File: config.mk
export PLATFORM = sky130hd
export DESIGN_NAME = actuator_two_position_test_sequencer_core
export DESIGN_NICKNAME = d
export VERILOG_FILES = /design/src/atpts_pkg.sv /design/src/actuator_two_position_test_sequencer_core.sv
export SDC_FILE = /design/constraint.sdc
export NUM_CORES = 1
export LEC_CHECK = 0
export BUFFER_PORTS_ARGS = -buffer_cell sky130_fd_sc_hd__clkbuf_2
export CAP_MARGIN = 30
export CORE_AREA = 5 5 143 145
export CTS_CLUSTER_DIAMETER = 120
export DETAILED_ROUTE_END_ITERATION = 6
export DIE_AREA = 0 0 148 150
export PLACE_DENSITY_LB_ADDON = 0.15
export SKIP_LAST_GASP = 1
export SYNTH_ARGS = -nofsm -noshare
export SYNTH_HDL_FRONTEND = slang
export SYNTH_SLANG_ARGS = --single-unit
File: constraint.sdc
create_clock -name i_clk -period 3.84 [get_ports i_clk]
set_input_delay 0.768 -clock i_clk [delete_from_list [all_inputs] [get_ports i_clk]]
set_output_delay 0.768 -clock i_clk [all_outputs]
set_load 0.005 [all_outputs]
File: src/atpts_pkg.sv
package atpts_pkg;

    // Limits applied to the configured values
    localparam logic [15:0] POS_LIMIT  = 16'd32768;
    localparam logic [11:0] TIME_LIMIT = 12'd2500;
    localparam logic [12:0] HOLD_LIMIT = 13'd5000;

    localparam int unsigned CFG_IDX_W  = 3;

    typedef enum logic [CFG_IDX_W-1:0] {
        CFG_TEST_CODE       = 3'd0,
        CFG_FIRST_POSITION  = 3'd1,
        CFG_SECOND_POSITION = 3'd2,
        CFG_ON_TICKS        = 3'd3,
        CFG_OFF_TICKS       = 3'd4,
        CFG_HOLD_TICKS      = 3'd5
    } t_cfg_reg;

    typedef enum logic [3:0] {
        ST_IDLE = 4'b0001,
        ST_POS1 = 4'b0010,
        ST_POS2 = 4'b0100,
        ST_END  = 4'b1000
    } t_state;

    // Phase codes as reported on the result stream
    localparam logic [1:0] PHASE_IDLE = 2'd0;
    localparam logic [1:0] PHASE_ONE  = 2'd1;
    localparam logic [1:0] PHASE_TWO  = 2'd2;
    localparam logic [1:0] PHASE_END  = 2'd3;

    function automatic logic [15:0] clamp_pos(input logic [15:0] v);
        return (v > POS_LIMIT) ? POS_LIMIT : v;
    endfunction

    function automatic logic [11:0] clamp_time(input logic [15:0] v);
        return (v > {4'd0, TIME_LIMIT}) ? TIME_LIMIT : v[11:0];
    endfunction

    function automatic logic [12:0] clamp_hold(input logic [15:0] v);
        return (v > {3'd0, HOLD_LIMIT}) ? HOLD_LIMIT : v[12:0];
    endfunction

endpackage

File: src/actuator_two_position_test_sequencer_core.sv
// Latency: a result is valid the cycle after its tick transaction is accepted.
// Throughput: one tick per cycle; the single output register is refilled in the
// same cycle it is drained, so the input stalls only while a result is held.
// Reset (synchronous, active low) returns the sequencer to idle, clears all
// configuration registers to zero and empties the output register.
module actuator_two_position_test_sequencer_core (
    input  logic        i_clk,
    input  logic        i_rst_n,
    // configuration write port
    input  logic        i_cfg_wr_en,
    input  logic [2:0]  i_cfg_idx,
    input  logic [15:0] i_cfg_data,
    // tick stream
    input  logic        i_s_axis_tvalid,
    output logic        o_s_axis_tready,
    input  logic [15:0] i_s_axis_tdata,  // [0] service_enable, [8:1] action_code, rest zero
    // result stream
    output logic        o_m_axis_tvalid,
    input  logic        i_m_axis_tready,
    output logic [23:0] o_m_axis_tdata   // [1:0] phase, [2] in_progress, [3] complete,
                                         // [19:4] position_request, rest zero
);

    // configuration, stored already clamped
    logic [7:0]  r_test_code;
    logic [15:0] r_first_pos;
    logic [15:0] r_second_pos;
    logic [11:0] r_on_ticks;
    logic [11:0] r_off_ticks;
    logic [12:0] r_hold_ticks;

    atpts_pkg::t_state r_state, n_state;
    logic [11:0] r_interval, n_interval;
    logic [12:0] r_hold, n_hold;
    logic [15:0] r_pos, n_pos;

    logic        r_out_valid;
    logic [19:0] r_out_data;
    logic [19:0] n_out_data;

    logic        s_accept;
    logic        s_enable;
    logic [1:0]  s_phase;
    logic        s_running;
    logic        s_done;

    always_ff @(posedge i_clk) begin
        if (!i_rst_n) begin
            r_test_code  <= '0;
            r_first_pos  <= '0;
            r_second_pos <= '0;
            r_on_ticks   <= '0;
            r_off_ticks  <= '0;
            r_hold_ticks <= '0;
        end else if (i_cfg_wr_en) begin
            unique case (i_cfg_idx)
                atpts_pkg::CFG_TEST_CODE:       r_test_code  <= i_cfg_data[7:0];
                atpts_pkg::CFG_FIRST_POSITION:  r_first_pos  <= atpts_pkg::clamp_pos(i_cfg_data);
                atpts_pkg::CFG_SECOND_POSITION: r_second_pos <= atpts_pkg::clamp_pos(i_cfg_data);
                atpts_pkg::CFG_ON_TICKS:        r_on_ticks   <= atpts_pkg::clamp_time(i_cfg_data);
                atpts_pkg::CFG_OFF_TICKS:       r_off_ticks  <= atpts_pkg::clamp_time(i_cfg_data);
                atpts_pkg::CFG_HOLD_TICKS:      r_hold_ticks <= atpts_pkg::clamp_hold(i_cfg_data);
                default: ;
            endcase
        end
    end

    assign o_s_axis_tready = !r_out_valid || i_m_axis_tready;
    assign s_accept        = i_s_axis_tvalid && o_s_axis_tready;
    assign s_enable        = i_s_axis_tdata[0] && (i_s_axis_tdata[8:1] == r_test_code);

    always_comb begin
        n_state    = r_state;
        n_interval = r_interval;
        n_hold     = r_hold;
        n_pos      = r_pos;
        unique case (r_state)
            atpts_pkg::ST_IDLE: begin
                if (s_enable) begin
                    n_state    = atpts_pkg::ST_POS1;
                    n_pos      = r_first_pos;
                    n_interval = r_on_ticks;
                end
            end
            atpts_pkg::ST_POS1: begin
                if (!s_enable) begin
                    n_state = atpts_pkg::ST_IDLE;
                    n_pos   = '0;
                end else if (r_interval <= 12'd1) begin
                    n_state    = atpts_pkg::ST_POS2;
                    n_pos      = r_second_pos;
                    n_interval = r_off_ticks;
                end else begin
                    n_interval = r_interval - 12'd1;
                end
            end
            atpts_pkg::ST_POS2: begin
                if (!s_enable) begin
                    n_state = atpts_pkg::ST_IDLE;
                    n_pos   = '0;
                end else if (r_interval <= 12'd1) begin
                    n_state = atpts_pkg::ST_END;
                    n_pos   = '0;
                    n_hold  = r_hold_ticks;
                end else begin
                    n_interval = r_interval - 12'd1;
                end
            end
            atpts_pkg::ST_END: begin
                // leave only on an enabled tick once the hold has run out
                if (s_enable && (r_hold == '0)) begin
                    n_state = atpts_pkg::ST_IDLE;
                    n_pos   = '0;
                end else if (r_hold != '0) begin
                    n_hold = r_hold - 13'd1;
                end
            end
            default: begin
                n_state = atpts_pkg::ST_IDLE;
                n_pos   = '0;
            end
        endcase
    end

    always_comb begin
        unique case (n_state)
            atpts_pkg::ST_POS1: s_phase = atpts_pkg::PHASE_ONE;
            atpts_pkg::ST_POS2: s_phase = atpts_pkg::PHASE_TWO;
            atpts_pkg::ST_END:  s_phase = atpts_pkg::PHASE_END;
            default:            s_phase = atpts_pkg::PHASE_IDLE;
        endcase
    end

    assign s_running  = (n_state == atpts_pkg::ST_POS1) || (n_state == atpts_pkg::ST_POS2);
    assign s_done     = (n_state == atpts_pkg::ST_END);
    assign n_out_data = {n_pos, s_done, s_running, s_phase};

    always_ff @(posedge i_clk) begin
        if (!i_rst_n) begin
            r_state     <= atpts_pkg::ST_IDLE;
            r_interval  <= '0;
            r_hold      <= '0;
            r_pos       <= '0;
            r_out_valid <= 1'b0;
        end else begin
            if (s_accept) begin
                r_state    <= n_state;
                r_interval <= n_interval;
                r_hold     <= n_hold;
                r_pos      <= n_pos;
            end
            // refill on accept, drop once the result transaction completes
            if (s_accept) begin
                r_out_valid <= 1'b1;
            end else if (i_m_axis_tready) begin
                r_out_valid <= 1'b0;
            end
        end
    end

    always_ff @(posedge i_clk) begin
        if (s_accept) begin
            r_out_data <= n_out_data;
        end
    end

    assign o_m_axis_tvalid = r_out_valid;
    assign o_m_axis_tdata  = {4'd0, r_out_data};

endmodule

; ---- After elaboration in Yosys (flattened, before gate mapping)
; Index checks and enable logic that the tools add are counted.
[word_totals]
output_inout_bits = 26
wordCells = 89
regBits = 143
[op_classes]
mux = 31
add_sub_neg = 2
n_lt_le_gt_ge = 4
n_eq_ne = 20
n_reduce_logical = 20
[op_table]
columns = cell, count
row1 = 16-bit two-way mux, 7
row2 = 12-bit two-way mux, 6
row3 = 13-bit two-way mux, 5
row4 = 16-bit one-hot mux with 4 select lines, 1
row5 = 12-bit one-hot mux with 3 select lines, 1
row6 = 13-bit one-hot mux with 2 select lines, 1
row7 = 4-bit two-way mux, 6
row8 = "16-bit by 12-bit > comparator with 1-bit output, second input constant", 1
row9 = "16-bit by 13-bit > comparator with 1-bit output, second input constant", 1
row10 = "16-bit > comparator, second input constant", 1
row11 = 4-bit one-hot mux with 4 select lines, 1
row12 = "2-bit inequality test, second input constant", 7
row13 = 13-bit zero test, 1
row14 = 13-bit nonzero test, 1
row15 = "13-bit by 1-bit subtractor with 13-bit output, second input constant", 1
row16 = "12-bit by 1-bit less-or-equal comparator with 1-bit output, second input constant", 1
row17 = 2-bit AND reduction, 6
row18 = 6-bit AND reduction, 2
row19 = "12-bit by 1-bit subtractor with 12-bit output, second input constant", 1
row20 = "4-bit by 2-bit equality test with 1-bit output, second input constant", 2
row21 = "4-bit by 3-bit equality test with 1-bit output, second input constant", 2
row22 = "4-bit equality test, second input constant", 2
row23 = 8-bit equality test, 1
row24 = "3-bit by 2-bit equality test with 1-bit output, second input constant", 2
row25 = other kinds (11), 17

; ---- Longest topological paths before layout
; Gate-level depths: netlist of run 1.
[logic_depth]
word_depth = 7
mapped_depth = 10

; ---- Worst setup path after synthesis of run 1
; OpenSTA, ideal clock, no wires.
[synth_timing]
kind = input -> register
start = input port i_m_axis_tready
end = register r_hold[3]
t_arrival_ps = 2700
slack_ps = 1070
n_path_buf = 2
setup_ps = 70
cell_stages = 8
cell_sequence = nand2b_1 nand2_1 clkbuf_1 clkinv_1 a31oi_2 buf_2 o21ai_0 a21oi_1
[synth_via]
elab_chain_len = 3
[synth_rtl]
columns = item, line
row1 = "start, declared", actuator_two_position_test_sequencer_core.sv:19  ; input logic i_m_axis_tready,
row2 = 1-bit logical OR, actuator_two_position_test_sequencer_core.sv:68  ; assign o_s_axis_tready = !r_out_valid || i_m_axis_tready;
row3 = 1-bit logical AND, actuator_two_position_test_sequencer_core.sv:69  ; assign s_accept = i_s_axis_tvalid && o_s_axis_tready;
row4 = net s_accept, actuator_two_position_test_sequencer_core.sv:41  ; logic s_accept;
row5 = 6-bit AND reduction (no source line), -
row6 = "end signal, assigned", actuator_two_position_test_sequencer_core.sv:149  ; r_hold <= n_hold;
row7 = "end, declared", actuator_two_position_test_sequencer_core.sv:34  ; logic [12:0] r_hold, n_hold;
; The timed path passes the listed nets, and every way through them passes these cells.
; A chain may end at the register's enable or synchronous reset.

; ---- Worst setup path in the final report of run 1
[layout_timing]
start = register r_interval[0]
end = register r_interval[1]
[layout_via]
elab_chain_len = 4
[layout_rtl]
columns = item, line
row1 = "start, declared", actuator_two_position_test_sequencer_core.sv:33  ; logic [11:0] r_interval, n_interval;
row2 = "start signal, assigned", actuator_two_position_test_sequencer_core.sv:148  ; r_interval <= n_interval;
row3 = 12-bit by 1-bit subtractor with 12-bit output / 12-bit by 1-bit less-or-equal comparator with 1-bit output (equally long branches), -
row4 = 12-bit two-way mux (on tied branches), "actuator_two_position_test_sequencer_core.sv:101, actuator_two_position_test_sequencer_core.sv:89"
row5 = 12-bit two-way mux (on tied branches), "actuator_two_position_test_sequencer_core.sv:98, actuator_two_position_test_sequencer_core.sv:86"
row6 = 12-bit one-hot mux with 3 select lines, actuator_two_position_test_sequencer_core.sv:77  ; unique case (r_state)
; Several ways; a longest one is shown, not always the timed one. The select of a mux whose other input is x is not followed.

==> impl_metrics.py, run 1 <==
metrics = {
    "run_status": {
        "status": "finished, final reports clean",
    },
    "worst_setup_path": {
        "crit_fanout": 10,
        "endpoint_kind": "register",
        "cp-start-kind": "register",
        "crit_type": "register to register",
        "worst_r2r_startpoint": "r_interval[0]",
        "r2r_slack_ns": 1.09,
        "reg2regPathDepth": 8,
        "cp.required_ns": 4.13,
        "r2r_end": "r_interval[1]",
        "crit_slowest_cell": "a222oi_1",
        "cpPeakStageDelay_ns": 0.46,
        "cp_cell_sequence": "inv_1 -> ha_1 -> nor2_1 -> nand3b_1 -> nor2_1 -> o21ai_1 -> a222oi_1 -> a21oi_1",
        "cp.arrival_ns": 3.05,
        "crit_path_frequent_cell": "nor2_1",
    },
    "sta": {
        "max-slew-margin-rel_pct": 42.3,
        "finalSetupTns_ns": 0,
        "rsz0062_at_grt": "false",
        "finalHoldViolCount": 0,
        "worst_pin_slew_ns": 0.865,
        "skew_ns": 0.0119,
        "finalCritPeriodShare_pct": 71.7,
        "clock.fmax_mhz": 363,
        "finalCriticalPeriod_ns": 2.75,
        "setup_viol": 0,
        "slew_violations": 0,
    },
    "routing": {
        "drt-initial-drc-count": 526,
        "vias_per_cell": 5.66,
        "wl_mm": 19.6,
        "ant_nets": 0,
        "post-route-drc-count": 0,
        "vias": 6196,
        "routedWlPerCell_um": 17.9,
        "first_pass_iters": 7,
    },
    "hold_path": {
        "holdPathEnd": "r_off_ticks[0]",
        "hold_path.class": "register to register",
        "hp-start": "r_off_ticks[0]",
        "hold_depth": 2,
    },
    "floorplanning": {
        "die_w_um": 148,
        "die_area_um2": 22200,
        "io_pins": 66,
        "placementRows": 51,
        "start_util_pct": 35.3,
        "core_um2": 19100,
        "die_y_um": 150,
    },
    "synth": {
        "ys_seq_area_share_pct": 45.5,
        "synth.distinct_cells": 65,
        "synth-edff-count": 20,
        "synth.avg_cell_area_um2": 8.29,
        "synth-main-ff-cell": "dfxtp_1",
        "synth_cells": 812,
        "postSynth.asyncResetShare_pct": 0,
        "ys_warn_count": 0,
        "syn_area_um2": 6740,
        "synth-seq-cells": 143,
    },
    "clock_tree": {
        "cts_hold_buf": 0,
        "postCtsSetupBuffers": 0,
        "cts_root_buffer": "clkbuf_16",
        "numCtsBuffers": 17,
        "worst_skew_pair.late_latency_ns": 0.42,
        "cts_sinks": 143,
        "cts.clk_slew.worst_paths_ns": 0.06,
        "cts_tree": "yes",
        "htree_levels": 4,
        "cts.path.max_buffers": 2,
        "post_cts_resized": 0,
    },
    "grt": {
        "grt_pass1_vias": 5947,
        "busiest_layer": "met2",
        "grt_overflow": 0,
        "grt_start_max_net_pins": 71,
        "gr-usage-met1_pct": 24.0,
        "antenna_found_initial": 0,
        "met2_usage_pct": 29.4,
        "met3_usage_pct": 3.73,
        "grt_use_total_pct": 17.9,
        "grt_first_pass_wirelength_mm": 31.7,
    },
    "pwr": {
        "p_total_mw": 3.44,
        "power.leakage_nw": 2.72,
        "p_per_area_nw_per_um2": 440,
        "ir_drop_mv": 0.310,
    },
    "finish": {
        "antenna_cells": 0,
        "fillers": 1908,
        "final_nets": 887,
        "fin_cells": 1094,
        "seqCellArea_um2": 3060,
        "multiInputGateArea_um2": 3350,
        "syn_to_final_growth_pct": 16.0,
        "layout-drive-gt1-share_pct": 14.6,
    },
    "flow_run": {
        "max-cap-violations": 0,
    },
    "placement": {
        "port_buffers": 54,
        "dp.cells": 1060,
        "hpwl_mm": 13.0,
        "place_congestion": 0.823,
    },
}
flip-flops by register name, summed over array words and instances, names as in the netlist:
register	flops
r_second_pos	16
r_state	4
r_first_pos	16
r_out_data	20
r_hold	13
r_on_ticks	12
r_hold_ticks	13
r_test_code	8
r_off_ticks	12
r_interval	12
o_m_axis_tvalid	1
r_pos	16
worst max-delay path by stage:
stage,to,cells after the start,from
final,r_interval[1],8,r_interval[0]
after global routing,r_pos[3],9,r_interval[0]
after global placement,r_hold[11],5,r_state[2]
after detailed placement,r_interval[11],7,i_s_axis_tdata[8]
after CTS,r_hold[11],5,r_state[2]
after floorplan,r_hold[3],8,i_m_axis_tready
worst max-delay path: cells and delay by family (launching register included):
family | cells | cell delay [ns]
AOI/OAI and AO/OA | 3 | 0.96
adders and majority gates | 1 | 0.34
buffers and inverters | 1 | 0.11
DFF | 1 | 0.33
and+or+nand+nor | 3 | 0.90
cell families after synthesis:
family / count (synthesis) / synth area share (%)
simple gates: 310 / 22.5
xor+xnor: 10 / 1.30
buf+inv: 78 / 5.02
compound gates: 266 / 24.9
flops: 143 / 45.5
fa+ha+maj: 4 / 0.743
other cells: 1 / 0.0557
through the flow:
stage / area, µm² / utilization [%] / worst slack [ns] / hold WS, ns
after floorplan: 6750 / - / 1.07 / 0.431
after global placement: 7170 / 37.6 / 1.00 / 0.440
after detailed placement: 7170 / 37.6 / 0.905 / 0.446
after CTS: 7780 / 40.8 / 0.867 / 0.454
after global routing: 7820 / 41.0 / 0.880 / 0.472
final: 7820 / 41.0 / 1.09 / 0.451
routing by layer:
| layer | vias to the layer above | share of wire, % |
|---|---|---|
| met4 | 0 | 1.3 |
| met2 | 188 | 47 |
| met3 | 21 | 5.7 |
| met1 | 2982 | 46 |
| met5 | - | 0 |
| li1 | 3005 | - |
power breakdown:
| group | total, mW | switching [mW] | internal [mW] |
|---|---|---|---|
| Clock | 1.69 | 0.636 | 1.05 |
| Combinational | 0.203 | 0.143 | 0.0607 |
| Sequential | 1.55 | 0.0125 | 1.54 |
| Total | 3.44 | 0.791 | 2.65 |
layout make-up:
class	count	area share (%)
Clock buffer	23	6.40
Clock inverter	9	1.36
Inverter	14	0.672
Multi-Input combinational cell	594	42.8
Sequential cell	143	39.2
Tap cell	238	3.81
Timing Repair Buffer	73	5.75
layout by cell type, fill, tap and decap left out, types with 15 or more instances in the layout:
cell type | Yosys | routed
edfxtp_1 | 20 | 20
nor3_1 | 16 | 16
nor2_1 | 39 | 39
a21oi_1 | 111 | 111
or3_1 | 15 | 15
nand3_1 | 29 | 29
clkbuf_16 | 0 | 19
nand2_1 | 143 | 143
clkbuf_2 | 0 | 54
o21ai_0 | 56 | 56
dfxtp_1 | 123 | 123
nor2b_1 | 19 | 19
a222oi_1 | 18 | 18
buf_4 | 4 | 16
cell usage after synthesis (8+ instances only):
| cell type | instances | share of area [%] |
|---|---|---|
| a222oi_1 | 18 | 2.7 |
| dfxtp_1 | 123 | 37 |
| o32ai_1 | 8 | 1.0 |
| nand2_1 | 143 | 8.0 |
| xor2_1 | 9 | 1.2 |
| a22o_1 | 11 | 1.4 |
| nand3_1 | 29 | 2.2 |
| nor2_1 | 39 | 2.2 |
| o31ai_1 | 12 | 1.3 |
| a21oi_1 | 111 | 8.2 |
| nor2b_1 | 19 | 1.8 |
| o21ai_0 | 56 | 4.2 |
| o211ai_1 | 8 | 0.89 |
| inv_1 | 12 | 0.67 |
| clkbuf_1 | 51 | 2.8 |
| or3_1 | 15 | 1.4 |
| nor3_1 | 16 | 1.2 |
| edfxtp_1 | 20 | 8.9 |
No activity file was read; power rests on OpenSTA's default activity.
==> run 2: changes to the inputs <==
--- a/config.mk
+++ b/config.mk
@@ -5,12 +5,13 @@
 export SDC_FILE = /design/constraint.sdc
 export NUM_CORES = 1
 export LEC_CHECK = 0
+export ABC_AREA = 1
 export BUFFER_PORTS_ARGS = -buffer_cell sky130_fd_sc_hd__clkbuf_2
 export CAP_MARGIN = 30
-export CORE_AREA = 5 5 143 145
+export CORE_AREA = 5 5 153 155
 export CTS_CLUSTER_DIAMETER = 120
 export DETAILED_ROUTE_END_ITERATION = 6
-export DIE_AREA = 0 0 148 150
+export DIE_AREA = 0 0 158 160
 export PLACE_DENSITY_LB_ADDON = 0.15
 export SKIP_LAST_GASP = 1
 export SYNTH_ARGS = -nofsm -noshare
==> constraint.sdc (replaced) <==
create_clock -name i_clk -period 2.3 [get_ports i_clk]
set_input_delay 0.46 -clock i_clk [delete_from_list [all_inputs] [get_ports i_clk]]
set_output_delay 0.46 -clock i_clk [all_outputs]
set_load 0.005 [all_outputs]
==> run 2 against run 1 <==
Combinational power increased to 5.1 times the previous value. Wire length is 18% higher. Final area is 15% higher. Critical path type unchanged. Power increased by 96%. Global-route usage is 1.0 points higher.
==> impl_metrics.py, run 2 <==
metrics = {
    "run_status": {
        "status": "finished, final reports clean",
    },
    "synth": {
        "ys_seq_area_share_pct": 39.9,
        "synthMostInstantiatedCell": "nand2_1",
        "synth-seq-cells": 143,
        "synth-main-ff-cell": "dfxtp_1",
        "syn_area_um2": 7670,
        "synth-edff-count": 20,
        "synth.avg_cell_area_um2": 6.71,
        "synth.distinct_cells": 42,
        "synth_top_cells_by_count": "nand2_1 (309), dfxtp_1 (123), a21oi_1 (119), inv_1 (119), o21ai_0 (100)",
        "ys_warn_count": 0,
        "netlist.area_leader.share_pct": 32.1,
        "yosysTopAreaCell": "dfxtp_1",
        "synthTopCellsByArea": "dfxtp_1 (32%), nand2_1 (15%), edfxtp_1 (7.8%), a21oi_1 (7.8%), o21ai_0 (6.5%)",
        "synth_cells": 1144,
        "postSynth.asyncResetShare_pct": 0,
    },
    "clock_tree": {
        "cts_sinks": 143,
        "cts_root_buffer": "clkbuf_16",
        "cts_tree": "yes",
        "numCtsBuffers": 17,
        "cts.path.max_buffers": 2,
        "worst_skew_pair.late_latency_ns": 0.42,
        "htree_levels": 4,
        "cts.clk_slew.worst_paths_ns": 0.06,
    },
    "floorplanning": {
        "core_um2": 21700,
        "io_pins": 66,
        "die_area_um2": 25300,
        "die_y_um": 160,
        "placementRows": 54,
        "die_w_um": 158,
        "start_util_pct": 35.4,
    },
    "grt": {
        "busiest_layer": "met2",
        "gr-usage-met1_pct": 26.9,
        "grt_start_max_net_pins": 78,
        "met3_usage_pct": 3.63,
        "grt_use_total_pct": 18.9,
        "grt_overflow": 0,
        "antenna_found_initial": 0,
        "grt_first_pass_wirelength_mm": 37.8,
        "met2_usage_pct": 29.2,
        "grt_pass1_vias": 7018,
    },
    "placement": {
        "dp.cells": 1466,
        "port_buffers": 54,
        "place_congestion": 0.867,
        "hpwl_mm": 16.2,
        "dpl_cell_area_um2": 8370,
    },
    "finish": {
        "antenna_cells": 0,
        "design_area_um2": 9020,
        "fin_cells": 1498,
        "utilization_pct": 41.6,
        "syn_to_final_growth_pct": 17.6,
        "top_register": "r_out_data",
        "final_nets": 1249,
        "final_cell_mix": "nand2_1 (309), dfxtp_1 (123), inv_1 (119), a21oi_1 (119), o21ai_0 (100)",
        "layout-drive-gt1-share_pct": 14.0,
        "layout_commonest_cell": "nand2_1",
        "multiInputGateArea_um2": 3880,
        "fillers": 2284,
        "seqCellArea_um2": 3060,
        "largest_register_ff_count": 20,
    },
    "pwr": {
        "p_per_area_nw_per_um2": 747,
        "ir_drop_mv": 0.399,
        "power.leakage_nw": 4.16,
    },
    "worst_setup_path": {
        "cp.arrival_ns": 2.45,
        "crit_type": "register to register",
        "cp-start-kind": "register",
        "cp.required_ns": 2.65,
        "path_delay_family": "compound AO/OA/AOI/OAI gates",
        "cp_cell_sequence": "inv_1 -> ha_1 -> o21ai_4 -> nor2_8 -> nand2_4 -> nand2_2 -> a31oi_2 -> nand2_4 -> buf_4 -> nand2_1 -> nand2_1 -> a21oi_1",
        "crit_fanout": 12,
        "crit_slowest_cell": "dfxtp_1",
        "cpPeakStageDelay_ns": 0.36,
        "endpoint_kind": "register",
        "path_buf_inv": 2,
    },
    "routing": {
        "post-route-drc-count": 0,
        "wl_mm": 23.2,
        "routedWlPerCell_um": 15.5,
        "drt-initial-drc-count": 544,
        "first_pass_iters": 5,
        "vias_per_cell": 4.95,
        "ant_nets": 0,
        "vias": 7411,
    },
    "sta": {
        "finalCriticalPeriod_ns": 2.10,
        "max-slew-margin-rel_pct": 58.3,
        "rsz0062_at_grt": "false",
        "setup_viol": 0,
        "finalSetupTns_ns": 0,
        "hold_ws_ns": 0.339,
        "skew_ns": 0.00941,
        "clock.fmax_mhz": 477,
        "finalCritPeriodShare_pct": 91.2,
        "finalHoldViolCount": 0,
        "worst_pin_slew_ns": 0.623,
        "slew_violations": 0,
    },
    "flow_run": {
        "max-cap-violations": 0,
    },
    "hold_path": {
        "hold_path.class": "input port to register",
    },
}
==> run 2: cell count changes in the layout (fill, tap and decap cells not counted), sizes merged, moves of 18 or more <==
cell,delta
inv,+117
nor2b,-19
o21ai,+56
nor2,+69
nand2,+174
buf,+19
nand3,+64
a222oi,-18
==> run 2: metal layers <==
metal	wire, µm	up-vias
met5	0	-
met4	425	0
met3	935	32
met2	10400	149
met1	11500	3376
li1	-	3854
==> run 2: what timing repair did <==
| action | CTS | global route |
|---|---|---|
| gates resized for setup | 0 | 2 |
| setup endpoints to repair | 0 | 4 |
| endpoints found under the hold margin | 0 | 0 |
| hold buffers | 0 | 0 |
| buffers inserted | 0 | 0 |
==> run 2: layout make-up <==
cell class              instances  area share, %
clock buffers                  20           5.42
clock inverters                12           1.68
inverters                     128           5.33
multi-input cells             823           43.0
flip-flops and latches        143           33.9
well taps                     280           3.88
repair buffers                 92           6.71
==> run 2: final timing paths <==
kind	endpoint	depth (start not counted)	startpoint	slack (ns)
setup / recovery	r_interval[6]	12	r_interval[0]	0.20
hold reg to reg	r_hold[1]	2	r_hold[1]	0.46
setup reg to reg	r_interval[6]	12	r_interval[0]	0.20
hold / removal	o_m_axis_tvalid	4	i_m_axis_tready	0.34
==> run 2: through the flow <==
stage / worst slack, ns / total power [mW]
after floorplan: 0.328 / 3.43
after global placement: 0.167 / 3.78
after detailed placement: 0.128 / 3.79
after CTS: 0.109 / 6.80
after global routing: 0.0276 / 7.06
final: 0.203 / 6.74
==> run 2: logic make-up (layout without fill, tap and decap cells) <==
kind of cell	count (synthesis)	after routing	synth area share, %
AND/OR/NAND/NOR	556	556	31.6
other	1	4	0.0489
adder cells (fa/ha/maj)	4	4	0.652
flip-flops	143	143	39.9
buffers and inverters	181	252	9.91
XOR/XNOR	7	7	0.799
AO/OA/AOI/OAI	252	252	17.1
==> run 2: where the power goes <==
group | total, mW | switching [mW] | internal (mW)
clock | 3.00 | 1.14 | 1.87
sequential | 2.71 | 0.0600 | 2.65
combinational | 1.03 | 0.697 | 0.331
total | 6.74 | 1.89 | 4.85
==> run 2: worst min-delay path, delay by kind of cell <==
kind            cells  cell delay, ns
simple gates        1            0.08
compound gates      1            0.07
buf+inv             2            0.11
